## config.mk

```make
export PLATFORM = sky130hd
export DESIGN_NAME = fdr_queue
export DESIGN_NICKNAME = d
export VERILOG_FILES = /design/src/hw/rtl/fdr_pkg.sv /design/src/hw/rtl/fdr_queue.sv
export SDC_FILE = /design/constraint.sdc
export NUM_CORES = 1
export LEC_CHECK = 0
export BUFFER_PORTS_ARGS = -buffer_cell sky130_fd_sc_hd__buf_2
export CORE_UTILIZATION = 51
export CTS_BUF_LIST = sky130_fd_sc_hd__clkbuf_8 sky130_fd_sc_hd__clkbuf_16
export CTS_CLUSTER_DIAMETER = 200
export CTS_CLUSTER_SIZE = 40
export DETAILED_ROUTE_END_ITERATION = 6
export PLACE_DENSITY = 0.87
export SETUP_SLACK_MARGIN = 0.1
export SLEW_MARGIN = 20
export SYNTH_ARGS = -nofsm -noshare
export SYNTH_HDL_FRONTEND = slang
export SYNTH_SLANG_ARGS = --single-unit
```

## constraint.sdc

```tcl
create_clock -name i_clk -period 2 [get_ports i_clk]
set_input_delay 0.1 -clock i_clk [delete_from_list [all_inputs] [get_ports i_clk]]
set_output_delay 0.1 -clock i_clk [all_outputs]
set_load 0.02 [all_outputs]
```

## src/hw/rtl/fdr_pkg.sv

```systemverilog
// ----------------------------------------------------------------------------
// fdr_pkg
// Shared widths, constants and types of the Fresnel reflectance unit.
// ----------------------------------------------------------------------------
package fdr_pkg;

    localparam int unsigned VEC_W       = 16;
    localparam int unsigned IDX_W       = 15;
    localparam int unsigned OUT_W       = 16;
    localparam int unsigned COS_W       = 32;
    localparam int unsigned FRAC        = 30;
    localparam int unsigned QUEUE_DEPTH = 4;

    localparam logic [30:0] ONE_Q30    = 31'h4000_0000;
    localparam logic [30:0] TIR_LIM_P1 = 31'd1073740751;
    localparam logic [15:0] FULL_Q15   = 16'h8000;

    typedef struct packed {
        logic                    bad;
        logic signed [COS_W-1:0] cosa;
        logic [IDX_W-1:0]        n1;
        logic [IDX_W-1:0]        n2;
    } t_side;

endpackage

```

## src/hw/rtl/fdr_queue.sv

```systemverilog
// ----------------------------------------------------------------------------
// fdr_queue
// Short queue between front and back.
// ----------------------------------------------------------------------------
module fdr_queue #(
    parameter int unsigned DEPTH = fdr_pkg::QUEUE_DEPTH
) (
    input  logic            i_clk,
    input  logic            i_rst_n,
    input  logic            i_wr_vld,
    output logic            o_wr_rdy,
    input  fdr_pkg::t_side  i_wr_data,
    output logic            o_rd_vld,
    input  logic            i_rd_rdy,
    output fdr_pkg::t_side  o_rd_data
);
    localparam int unsigned AW = $clog2(DEPTH);
    localparam int unsigned CW = $clog2(DEPTH + 1);

    fdr_pkg::t_side r_mem [DEPTH];
    logic [AW-1:0]  r_wp;
    logic [AW-1:0]  r_rp;
    logic [CW-1:0]  r_cnt;
    logic           push;
    logic           pop;

    assign o_wr_rdy  = (r_cnt != CW'(DEPTH));
    assign o_rd_vld  = (r_cnt != '0);
    assign o_rd_data = r_mem[r_rp];
    assign push      = i_wr_vld && o_wr_rdy;
    assign pop       = o_rd_vld && i_rd_rdy;

    always_ff @(posedge i_clk) begin
        if (!i_rst_n) begin
            r_wp  <= '0;
            r_rp  <= '0;
            r_cnt <= '0;
        end else begin
            if (push) begin
                r_wp <= (r_wp == AW'(DEPTH - 1)) ? '0 : r_wp + 1'b1;
            end
            if (pop) begin
                r_rp <= (r_rp == AW'(DEPTH - 1)) ? '0 : r_rp + 1'b1;
            end
            if (push && !pop) begin
                r_cnt <= r_cnt + 1'b1;
            end else if (pop && !push) begin
                r_cnt <= r_cnt - 1'b1;
            end
        end
    end

    always_ff @(posedge i_clk) begin
        if (push) begin
            r_mem[r_wp] <= i_wr_data;
        end
    end

    a_cnt_range: assert property (@(posedge i_clk) disable iff (!i_rst_n)
        r_cnt <= CW'(DEPTH))
        else $error("queue count above depth");

    a_cnt_up: assert property (@(posedge i_clk) disable iff (!i_rst_n)
        (push && !pop) |=> (r_cnt == CW'($past(r_cnt) + 1'b1)))
        else $error("queue count lost a push");

    a_cnt_down: assert property (@(posedge i_clk) disable iff (!i_rst_n)
        (pop && !push) |=> (r_cnt == CW'($past(r_cnt) - 1'b1)))
        else $error("queue count lost a pop");

endmodule

```

==> summary.json <==
{
  "result_of_the_run": {"value": "complete, but fails checks"},
  "failed_checks": {"value": "DRC, setup timing"},
  "dieWidth": {"value": 138.9, "unit": "µm"},
  "synth_compound_gate_area_share": {"value": 0.3666, "unit": "%"},
  "boundaryPins": {"value": 132},
  "synth_top_area_cell": {"value": "sky130_fd_sc_hd__edfxtp_1"},
  "design.die.area": {"value": 0.01929, "unit": "mm²"},
  "route.antenna.remaining_nets": {"value": 0},
  "cells_along_the_critical_path": {"value": "or3b_1 -> buf_4 -> and3_4"},
  "synth_fa_ha_area_share": {"value": 0.9952, "unit": "%"},
  "final_cell_mix": {"value": "sky130_fd_sc_hd__edfxtp_1, sky130_fd_sc_hd__buf_2, sky130_fd_sc_hd__dlygate4sd3_1"},
  "pre_repair_dr_iteration_count": {"value": 7},
  "start_util": {"value": 52.65, "unit": "%"},
  "total_leakage_power": {"value": 0.004148, "unit": "µW"},
  "routed_via_density": {"value": 5.536},
  "wire_per_inst": {"value": 21.74, "unit": "µm"},
  "globalRouteTotalUtil": {"value": 18.56, "unit": "%"},
  "half_perimeter_wire_length_after_detailed_placement": {"value": 10120, "unit": "µm"},
  "nNetsFinal": {"value": 676},
  "worst_pin_slew": {"value": 990.9, "unit": "ps"},
  "area_of_all_placed_cells_without_fillers": {"value": 0.01228, "unit": "mm²"},
  "netlist.area_leader.share": {"value": 79.19, "unit": "%"},
  "worstPathRequired": {"value": 2100, "unit": "ps"},
  "yosysWarnings": {"value": 0},
  "synth_cell_type_count": {"value": 27},
  "crit_arrival": {"value": 2120, "unit": "ps"},
  "drt_wl_total": {"value": 18130, "unit": "µm"},
  "clk_path_buf_depth": {"value": 3},
  "tritoncts_num_sinks": {"value": 261},
  "area_growth": {"value": 28.47, "unit": "%"},
  "worst_clock_skew": {"value": 22.47, "unit": "ps"},
  "cap_violations": {"value": 0},
  "clockRootBuffer": {"value": "sky130_fd_sc_hd__clkbuf_16"},
  "placed_cells_incl_taps": {"value": 733},
  "dr.first_iter.drc_count": {"value": 281},
  "cts_buffers": {"value": 10},
  "gpl.final_weighted_congestion": {"value": 0.7330},
  "remaining_drc_errors": {"value": 18},
  "io_buffers": {"value": 131},
  "synthesis.area_per_instance": {"value": 25.15, "unit": "µm²"},
  "crit_buf_inv": {"value": 1},
  "unrepaired_setup_endpoints_after_global_routing": {"value": "yes"},
  "max-vdd-ir-drop": {"value": 645.7, "unit": "µV"},
  "htree_num_levels": {"value": 1},
  "finalSetupTns": {"value": -74.29, "unit": "ps"},
  "synth_sequential_area_ratio": {"value": 81.08, "unit": "%"},
  "maximum_number_of_pins_on_one_net_before_global_route_repair": {"value": 64},
  "synthesis.instances": {"value": 380},
  "timing.final.ws_setup": {"value": -17.50, "unit": "ps"},
  "synth_top_area_cells": {"value": "sky130_fd_sc_hd__edfxtp_1, sky130_fd_sc_hd__mux4_2, sky130_fd_sc_hd__dfxtp_1, sky130_fd_sc_hd__ha_1, sky130_fd_sc_hd__buf_4"},
  "critical_path_sink_type": {"value": "flip-flop"},
  "worst_setup_hold_path_clk_slew": {"value": 120, "unit": "ps"},
  "synth-simple-area-share": {"value": 1.231, "unit": "%"},
  "num_rows": {"value": 49},
  "drive_gt1_share": {"value": 41.56, "unit": "%"},
  "area_taken_by_flip_flops_and_latches": {"value": 0.007766, "unit": "mm²"},
  "clock_insertion_delay_worst_skew": {"value": 480, "unit": "ps"},
  "gr-total-overflow": {"value": 0},
  "synth.mux.area_fraction": {"value": 15.06, "unit": "%"},
  "slew_viol_final": {"value": 0},
  "cts_tree": {"value": "built"},
  "timing.final.hold_violations": {"value": 0},
  "fillerInstances": {"value": 1124},
  "detailroute.via_count": {"value": 4617},
  "placement.cell_area": {"value": 0.01060, "unit": "mm²"},
  "core": {"value": 0.01815, "unit": "mm²"},
  "die-height": {"value": 138.9, "unit": "µm"},
  "synth-seq-cells": {"value": 261},
  "synth.net_count": {"value": 454},
  "period_share": {"value": 100.9, "unit": "%"},
  "layout.cells.non_filler": {"value": 834},
  "worst-setup-path-type": {"value": "flip-flop to flip-flop"},
  "multi_input_area": {"value": 0.001752, "unit": "mm²"},
  "synth_top_family_by_area": {"value": "multiplexers"},
  "worst-path-max-fanout": {"value": 63},
  "finalSetupViolCount": {"value": 15},
  "synthXorXnorAreaFrac": {"value": 0.1833, "unit": "%"},
  "critical_path.startpoint_type": {"value": "flip-flop"},
  "hold_path_class": {"value": "input port to flip-flop"},
  "antenna_found_initial": {"value": 1},
  "critical_path.max_stage_delay": {"value": 810, "unit": "ps"},
  "max_slew_margin": {"value": 33.94, "unit": "%"},
  "post_synth_instance_area": {"value": 0.009555, "unit": "mm²"},
  "fin_crit": {"value": 2018, "unit": "ps"},
  "timing.critical_path.slowest_stage_cell": {"value": "sky130_fd_sc_hd__and3_4"},
  "mostFrequentLayoutCell": {"value": "sky130_fd_sc_hd__edfxtp_1"},
  "critPathTopFamily": {"value": "simple AND/OR/NAND/NOR gates"},
  "number_of_global_route_vias_before_repair": {"value": 4937},
  "fmax": {"value": 495.7, "unit": "MHz"},
  "power.density": {"value": 1170, "unit": "mW/mm²"},
  "wire_length_of_the_first_global_routing_pass": {"value": 26980, "unit": "µm"}
}
[flip-flops by register name, indices dropped and copies added (netlist names), named ones only]
signal / count
r_cnt: 3
r_mem: 252
r_rp: 2
r_wp: 2
[metrics by stage]
stage	power, µW	hold WS [ps]	worst slack [ps]	utilization (%)
2_1_floorplan	9403	198.9	23.81	-
3_3_place_gp	10500	309.9	88.50	58.40
3_5_place_dp	10620	318.5	38.60	58.40
4_1_cts	13820	167.2	19.53	65.75
5_1_grt	14880	175.9	-91.01	67.63
6_report	14360	176.2	-17.50	67.64
[synth_stat cells (all sizes together)]
cell      n
nor2      2
dfxtp     9
xnor2     1
nand2     5
buf       9
mux4     63
a21boi    1
nand3     2
o21ai     4
edfxtp  252
nand4     1
nor2b     1
or3b      1
and2      2
inv       3
and3      4
fa        1
mux2i     2
o31ai     1
ha        6
clkbuf    7
or3       2
xor2      1
[report_power, final]
part	switching, µW	total (µW)	leakage (µW)	internal (µW)
clock network	1500	2530	0.000156	1030
registers	198	6850	0.00239	6650
logic	2330	4980	0.00161	2650
total	4030	14400	0.00415	10300
[cells by family after synthesis]
group,after synthesis
flip-flops,261
multiplexers,65
buffers and inverters,19
AO/OA/AOI/OAI,6
adder cells (fa/ha/maj),7
XOR/XNOR,2
AND/OR/NAND/NOR,20
[worst paths after layout]
check	to	slack (ps)	cells after the start	from
worst min-delay path	r_cnt[2]$_SDFFE_PN0P_	180	5	i_rd_rdy
worst max register to register	r_mem[2][54]$_DFFE_PP_	-20	3	r_cnt[2]$_SDFFE_PN0P_
worst max-delay path	r_mem[2][54]$_DFFE_PP_	-20	3	r_cnt[2]$_SDFFE_PN0P_
worst min register to register	r_wp[1]$_SDFFE_PN0P_	510	2	r_wp[1]$_SDFFE_PN0P_
[repair_timing]
item	4_1_cts	5_1_grt
endpoints found under the setup margin	312	316
hold endpoints to repair	258	0
pin swaps	9	0
buffers inserted	14	1
gates cloned	2	3
hold buffers	66	0
resized for setup	61	82
[worst register-to-register path: cells and delay by family, from the launching register on]
kind | cells | cell delay (ps)
buf+inv | 1 | 160
simple gates | 2 | 1020
flops | 1 | 380
[final cells by class]
cell class	instances	area share (%)
sequential	261	63.27
timing repair buffer	226	17.55
multi-input combinational	100	14.27
tap	229	2.334
clock buffer	11	2.242
clock inverter	3	0.2242
inverter	3	0.09173
antenna	1	0.02039
[metal layers]
layer	share of wire, %	GRT usage, %	vias to the layer above
met5	0	0	-
li1	-	-	2050
met1	41	23.78	2414
met3	4.8	3.211	26
met4	2.0	4.737	0
met2	52	33.07	127
Note: power is estimated with default switching activity, not from simulation.
