[src/hw/rtl/fdr_pkg.sv]
// ----------------------------------------------------------------------------
// fdr_pkg
// Shared widths, constants and types of the Fresnel reflectance unit.
// ----------------------------------------------------------------------------
package fdr_pkg;

    localparam int unsigned VEC_W       = 16;
    localparam int unsigned IDX_W       = 15;
    localparam int unsigned OUT_W       = 16;
    localparam int unsigned COS_W       = 32;
    localparam int unsigned FRAC        = 30;
    localparam int unsigned QUEUE_DEPTH = 4;

    localparam logic [30:0] ONE_Q30    = 31'h4000_0000;
    localparam logic [30:0] TIR_LIM_P1 = 31'd1073740751;
    localparam logic [15:0] FULL_Q15   = 16'h8000;

    typedef struct packed {
        logic                    bad;
        logic signed [COS_W-1:0] cosa;
        logic [IDX_W-1:0]        n1;
        logic [IDX_W-1:0]        n2;
    } t_side;

endpackage

[src/hw/rtl/fdr_item_if.sv]
// ----------------------------------------------------------------------------
// fdr_item_if
// Input channel: normal, incident direction and refractive indices.
// ----------------------------------------------------------------------------
interface fdr_item_if;
    logic                                 valid;
    logic                                 ready;
    logic signed [fdr_pkg::VEC_W-1:0]     normal_x;
    logic signed [fdr_pkg::VEC_W-1:0]     normal_y;
    logic signed [fdr_pkg::VEC_W-1:0]     normal_z;
    logic signed [fdr_pkg::VEC_W-1:0]     dir_x;
    logic signed [fdr_pkg::VEC_W-1:0]     dir_y;
    logic signed [fdr_pkg::VEC_W-1:0]     dir_z;
    logic [fdr_pkg::IDX_W-1:0]            index_in;
    logic [fdr_pkg::IDX_W-1:0]            index_out;

    modport source (
        output valid, normal_x, normal_y, normal_z, dir_x, dir_y, dir_z,
               index_in, index_out,
        input  ready
    );
    modport sink (
        input  valid, normal_x, normal_y, normal_z, dir_x, dir_y, dir_z,
               index_in, index_out,
        output ready
    );
endinterface

[src/hw/rtl/fdr_front.sv]
// ----------------------------------------------------------------------------
// fdr_front
// Accept transactions, form the clamped cosine and flag a zero outgoing index.
// ----------------------------------------------------------------------------
module fdr_front (
    input  logic            i_clk,
    input  logic            i_rst_n,
    fdr_item_if.sink        i_item,
    output logic            o_wr_vld,
    input  logic            i_wr_rdy,
    output fdr_pkg::t_side  o_wr_data
);
    localparam logic signed [33:0] LIM = $signed({3'b000, fdr_pkg::ONE_Q30});

    logic                             r_vld;
    logic signed [31:0]               r_px;
    logic signed [31:0]               r_py;
    logic signed [31:0]               r_pz;
    logic [fdr_pkg::IDX_W-1:0]        r_n1;
    logic [fdr_pkg::IDX_W-1:0]        r_n2;
    logic                             adv;
    logic signed [33:0]               c_neg;
    logic signed [fdr_pkg::COS_W-1:0] c_cosa;

    assign adv          = !r_vld || i_wr_rdy;
    assign i_item.ready = adv;

    always_ff @(posedge i_clk) begin
        if (!i_rst_n) begin
            r_vld <= 1'b0;
        end else if (adv) begin
            r_vld <= i_item.valid;
        end
    end

    always_ff @(posedge i_clk) begin
        if (adv && i_item.valid) begin
            r_px <= i_item.normal_x * i_item.dir_x;
            r_py <= i_item.normal_y * i_item.dir_y;
            r_pz <= i_item.normal_z * i_item.dir_z;
            r_n1 <= i_item.index_in;
            r_n2 <= i_item.index_out;
        end
    end

    always_comb begin
        c_neg = -(34'(r_px) + 34'(r_py) + 34'(r_pz));
        if (c_neg > LIM) begin
            c_cosa = LIM[fdr_pkg::COS_W-1:0];
        end else if (c_neg < -LIM) begin
            c_cosa = 32'(-LIM);
        end else begin
            c_cosa = c_neg[fdr_pkg::COS_W-1:0];
        end
    end

    assign o_wr_vld       = r_vld;
    assign o_wr_data.bad  = (r_n2 == '0);
    assign o_wr_data.cosa = c_cosa;
    assign o_wr_data.n1   = r_n1;
    assign o_wr_data.n2   = r_n2;

endmodule

[src/flat_wrapper.sv]
// flat-port wrapper written by rule: the top's interface ports become plain ports
module fdr_front_flat 
  (i_clk, i_rst_n, o_wr_vld, i_wr_rdy, o_wr_data, i_item_valid, i_item_normal_x, i_item_normal_y, i_item_normal_z, i_item_dir_x, i_item_dir_y, i_item_dir_z, i_item_index_in, i_item_index_out, i_item_ready);
  fdr_item_if i_item_i ();
  input  logic i_clk;
  input  logic i_rst_n;
  output logic o_wr_vld;
  input  logic i_wr_rdy;
  output fdr_pkg::t_side o_wr_data;
  input wire logic [$bits(i_item_i.valid)-1:0] i_item_valid;
  input wire logic [$bits(i_item_i.normal_x)-1:0] i_item_normal_x;
  input wire logic [$bits(i_item_i.normal_y)-1:0] i_item_normal_y;
  input wire logic [$bits(i_item_i.normal_z)-1:0] i_item_normal_z;
  input wire logic [$bits(i_item_i.dir_x)-1:0] i_item_dir_x;
  input wire logic [$bits(i_item_i.dir_y)-1:0] i_item_dir_y;
  input wire logic [$bits(i_item_i.dir_z)-1:0] i_item_dir_z;
  input wire logic [$bits(i_item_i.index_in)-1:0] i_item_index_in;
  input wire logic [$bits(i_item_i.index_out)-1:0] i_item_index_out;
  output wire logic [$bits(i_item_i.ready)-1:0] i_item_ready;
  assign i_item_i.valid = i_item_valid;
  assign i_item_i.normal_x = i_item_normal_x;
  assign i_item_i.normal_y = i_item_normal_y;
  assign i_item_i.normal_z = i_item_normal_z;
  assign i_item_i.dir_x = i_item_dir_x;
  assign i_item_i.dir_y = i_item_dir_y;
  assign i_item_i.dir_z = i_item_dir_z;
  assign i_item_i.index_in = i_item_index_in;
  assign i_item_i.index_out = i_item_index_out;
  assign i_item_ready = i_item_i.ready;
  fdr_front u_core (.i_clk(i_clk), .i_rst_n(i_rst_n), .i_item(i_item_i), .o_wr_vld(o_wr_vld), .i_wr_rdy(i_wr_rdy), .o_wr_data(o_wr_data));
endmodule
[config.mk]
export PLATFORM = sky130hd
export DESIGN_NAME = fdr_front_flat
export DESIGN_NICKNAME = d
export VERILOG_FILES = /design/src/hw/rtl/fdr_pkg.sv /design/src/hw/rtl/fdr_item_if.sv /design/src/hw/rtl/fdr_front.sv /design/src/flat_wrapper.sv
export SDC_FILE = /design/constraint.sdc
export NUM_CORES = 2
export LEC_CHECK = 0
export BUFFER_PORTS_ARGS = -buffer_cell sky130_fd_sc_hd__buf_4
export CAP_MARGIN = 20
export CORE_MARGIN = 2
export CORE_UTILIZATION = 65
export DETAILED_ROUTE_END_ITERATION = 7
export GPL_TIMING_DRIVEN = 0
export PLACE_DENSITY = 0.84
export SYNTH_ARGS = -nofsm -noshare
export SYNTH_HDL_FRONTEND = slang
export SYNTH_SLANG_ARGS = --single-unit
[constraint.sdc]
create_clock -name i_clk -period 9.24 [get_ports i_clk]
set_input_delay 0.924 -clock i_clk [delete_from_list [all_inputs] [get_ports i_clk]]
set_output_delay 0.924 -clock i_clk [all_outputs]
set_load 0.005 [all_outputs]
==> results.toml <==
[outcome]
status = "completed"

[detailed_routing]
vias_per_cell = 5.69
drt-pass1-iter-count = 6
wl_met1_um = 34900
wl_um = 90200
wl_met3_um = 8560
ant_nets = 0
routedWlPerCell_um = 19.0
topRoutingLayerUsed = "met4"
drt_iter0_markers = 2198
drcViolationCount = 0
met2_length_um = 43700
dr_total_vias = 27081

[floorplanning]
die_h_um = 241
initial_core_util_pct = 65.9
io_pins = 195
fp.dieW_um = 241
core_area_um2 = 55300
dieArea_um2 = 58000
row_count = 86

[worst_setup_path]
cp-end-kind = "register"
cp_slowest_stage_delay_ps = 610
arrival_ps = 7890
worstSetupPathType = "in2reg"
cp_top_family = "adder cells"
cp.buffers_inverters = 3
critPathSlowestCell = "fa_1"
crit_required_ps = 9440
cp_common_cell = "fa_1"
worstPathCellList = "buf_4, clkbuf_1, nand2_1, fa_1, fa_1, fa_1, fa_1, inv_1, fa_1, fa_1, ha_1, nand3_1, a211oi_1, o41ai_1, a21oi_1, o22ai_1, o21ai_0, o41a_1, a21o_1, a21oi_1, xnor2_1"
critPathLaunchType = "input pin"
path_max_fanout = 10

[logic_synthesis]
synth_nets = 5046
synth_xor_area_share_pct = 2.98
synth_edf_count = 126
synthAdderAreaFrac_pct = 55.6
yosysUniqueCellTypes = 71
synthArstFlopShare_pct = 0
synth-seq-cells = 127
syn_inst = 3786
syn_area_um2 = 36500
synth_top_family_by_area = "adder cells"
avgSynthCellArea_um2 = 9.63
synth_compound_area_share_pct = 6.02
synth-simple-area-share_pct = 14.0
synthFlopType = "edfxtp_1"
muxShareOfSynthArea_pct = 0.117
ys.warnings.count = 0
synth_seq_area_share_pct = 10.4

[cts]
htree_levels = 4
cts_buffers = 17
cts_root_buf = "clkbuf_16"
ctsHoldBuffers = 0
postCtsSetupBuffers = 0
cts_tree = "yes"
clk_path_buf_depth = 2
cts_resized = 0
cts.sinks = 127
clk_pin_slew_worst_paths_ps = 70
insertion_delay_ps = 430

[sta]
worst_pin_slew_ps = 699
finalMaxSlewViolations = 0
finalSetupViolCount = 0
fin_crit_sh_pct = 83.2
grt_setup_unrepaired = "false"
hold_viol = 0
finClkSkew_ps = 7.56
fin_ws_ps = 1550
relSlewSlack_pct = 53.4
max_clock_freq_ghz = 0.130
tns_ps = 0
finalCriticalPeriod_ps = 7690

[cells_and_area]
final_nets = 5260
area_growth_pct = 8.41
instances_no_fill = 4761
fill_cells = 4018
drive_gt1_share_pct = 6.40
diodes = 0

[placed_design]
gp_congestion = 0.979
port_buffers = 194
dp.cells = 4729
dp_hpwl_um = 76400
dp_slack_ps = 1260

[global_route]
gr-total-overflow = 0
grt_first_pass_wirelength_um = 148000
grt_antenna_before_repair = 1
grt_max_degree = 76
track_usage_pct = 33.1
grt_pass1_vias = 28908

[hold_path]
min_path_type = "reg2reg"

[run]
maxCapViolations = 0
[flip-flops by register name, summed over array words and instances, names as in the netlist]
signal / cells
u_core.o_wr_vld: 1
u_core.r_px: 32
u_core.r_n1: 15
u_core.r_n2: 15
u_core.r_py: 32
u_core.r_pz: 32
[cells in the final DEF, fill, tap and decap left out, types with 14 or more instances in the layout]
| cell type | instances |
|---|---|
| a211oi_1 | 17 |
| a21o_1 | 32 |
| a21oi_1 | 96 |
| and2_1 | 379 |
| buf_4 | 194 |
| clkbuf_1 | 100 |
| clkbuf_16 | 17 |
| edfxtp_1 | 126 |
| fa_1 | 818 |
| ha_1 | 312 |
| inv_1 | 934 |
| nand2_1 | 404 |
| nand2b_1 | 22 |
| nand3_1 | 18 |
| nor2_1 | 114 |
| nor3_1 | 19 |
| o211ai_1 | 14 |
| o21a_1 | 17 |
| o21ai_0 | 66 |
| o21bai_1 | 17 |
| xnor2_1 | 91 |
| xor2_1 | 33 |
[synth_stat cells, types with 14 or more instances]
master	count	area (µm²)
nor2_1	114	428
a21o_1	32	240
nand2_1	404	1520
xnor2_1	91	797
inv_1	934	3510
nor3_1	19	95.1
and2_1	380	2380
a21oi_1	96	480
ha_1	312	3900
o21ai_0	66	330
edfxtp_1	126	3780
o211ai_1	14	105
nand3_1	18	90.1
xor2_1	33	289
nand2b_1	22	138
o21bai_1	17	128
clkbuf_1	100	375
a211oi_1	17	128
o21a_1	17	128
fa_1	818	16400
[worst min-delay path, cell delays in order (launching register included)]
cell and delay [ps]:
dfxtp_1 310, nand2b_1 100, a21boi_0 100
[kinds of logic after synthesis]
| kind of cell | count (synthesis) |
|---|---|
| XOR/XNOR | 124 |
| AND/OR/NAND/NOR | 1022 |
| buffers and inverters | 1042 |
| multiplexers | 4 |
| AO/OA/AOI/OAI | 337 |
| adder cells (fa/ha/maj) | 1130 |
| flip-flops | 127 |
[routing by layer]
metal | up-vias | track usage, %
li1 | 11852 | -
met1 | 13637 | 44.7
met2 | 1352 | 55.7
met3 | 240 | 5.26
met4 | 0 | 10.1
met5 | - | 0
[metrics by stage]
stage / hold WS [ps] / instance area [µm²] / utilization, %
3_3_place_gp: 511 / 38800 / 70.2
2_1_floorplan: 537 / 36500 / -
3_5_place_dp: 560 / 38900 / 70.3
6_report: 561 / 39500 / 71.5
4_1_cts: 569 / 39500 / 71.5
5_1_grt: 602 / 39500 / 71.5
[layout make-up]
class | count | area, µm² | area share, %
buffer | 108 | 422 | 1.07
clock inverter | 14 | 205 | 0.519
sequential | 127 | 3800 | 9.62
tap | 748 | 936 | 2.37
clock buffer | 18 | 439 | 1.11
inverter | 934 | 3510 | 8.87
timing repair buffer | 195 | 1480 | 3.75
multi-input combinational | 2617 | 28700 | 72.7
[path summary, 6_finish.rpt]
check        cells after the start  slack (ps)                    startpoint                      endpoint
max                             21        1550           i_item_normal_z[10]     u_core.r_pz[30]$_DFFE_PP_
min                              2         560  u_core.o_wr_vld$_SDFFE_PN0N_  u_core.o_wr_vld$_SDFFE_PN0N_
max reg2reg                      3        7400  u_core.o_wr_vld$_SDFFE_PN0N_     u_core.r_px[28]$_DFFE_PP_
min reg2reg                      2         560  u_core.o_wr_vld$_SDFFE_PN0N_  u_core.o_wr_vld$_SDFFE_PN0N_
Power is not shown: default switching activity piles up to over one toggle a cycle in this logic, so the estimate is an artifact.
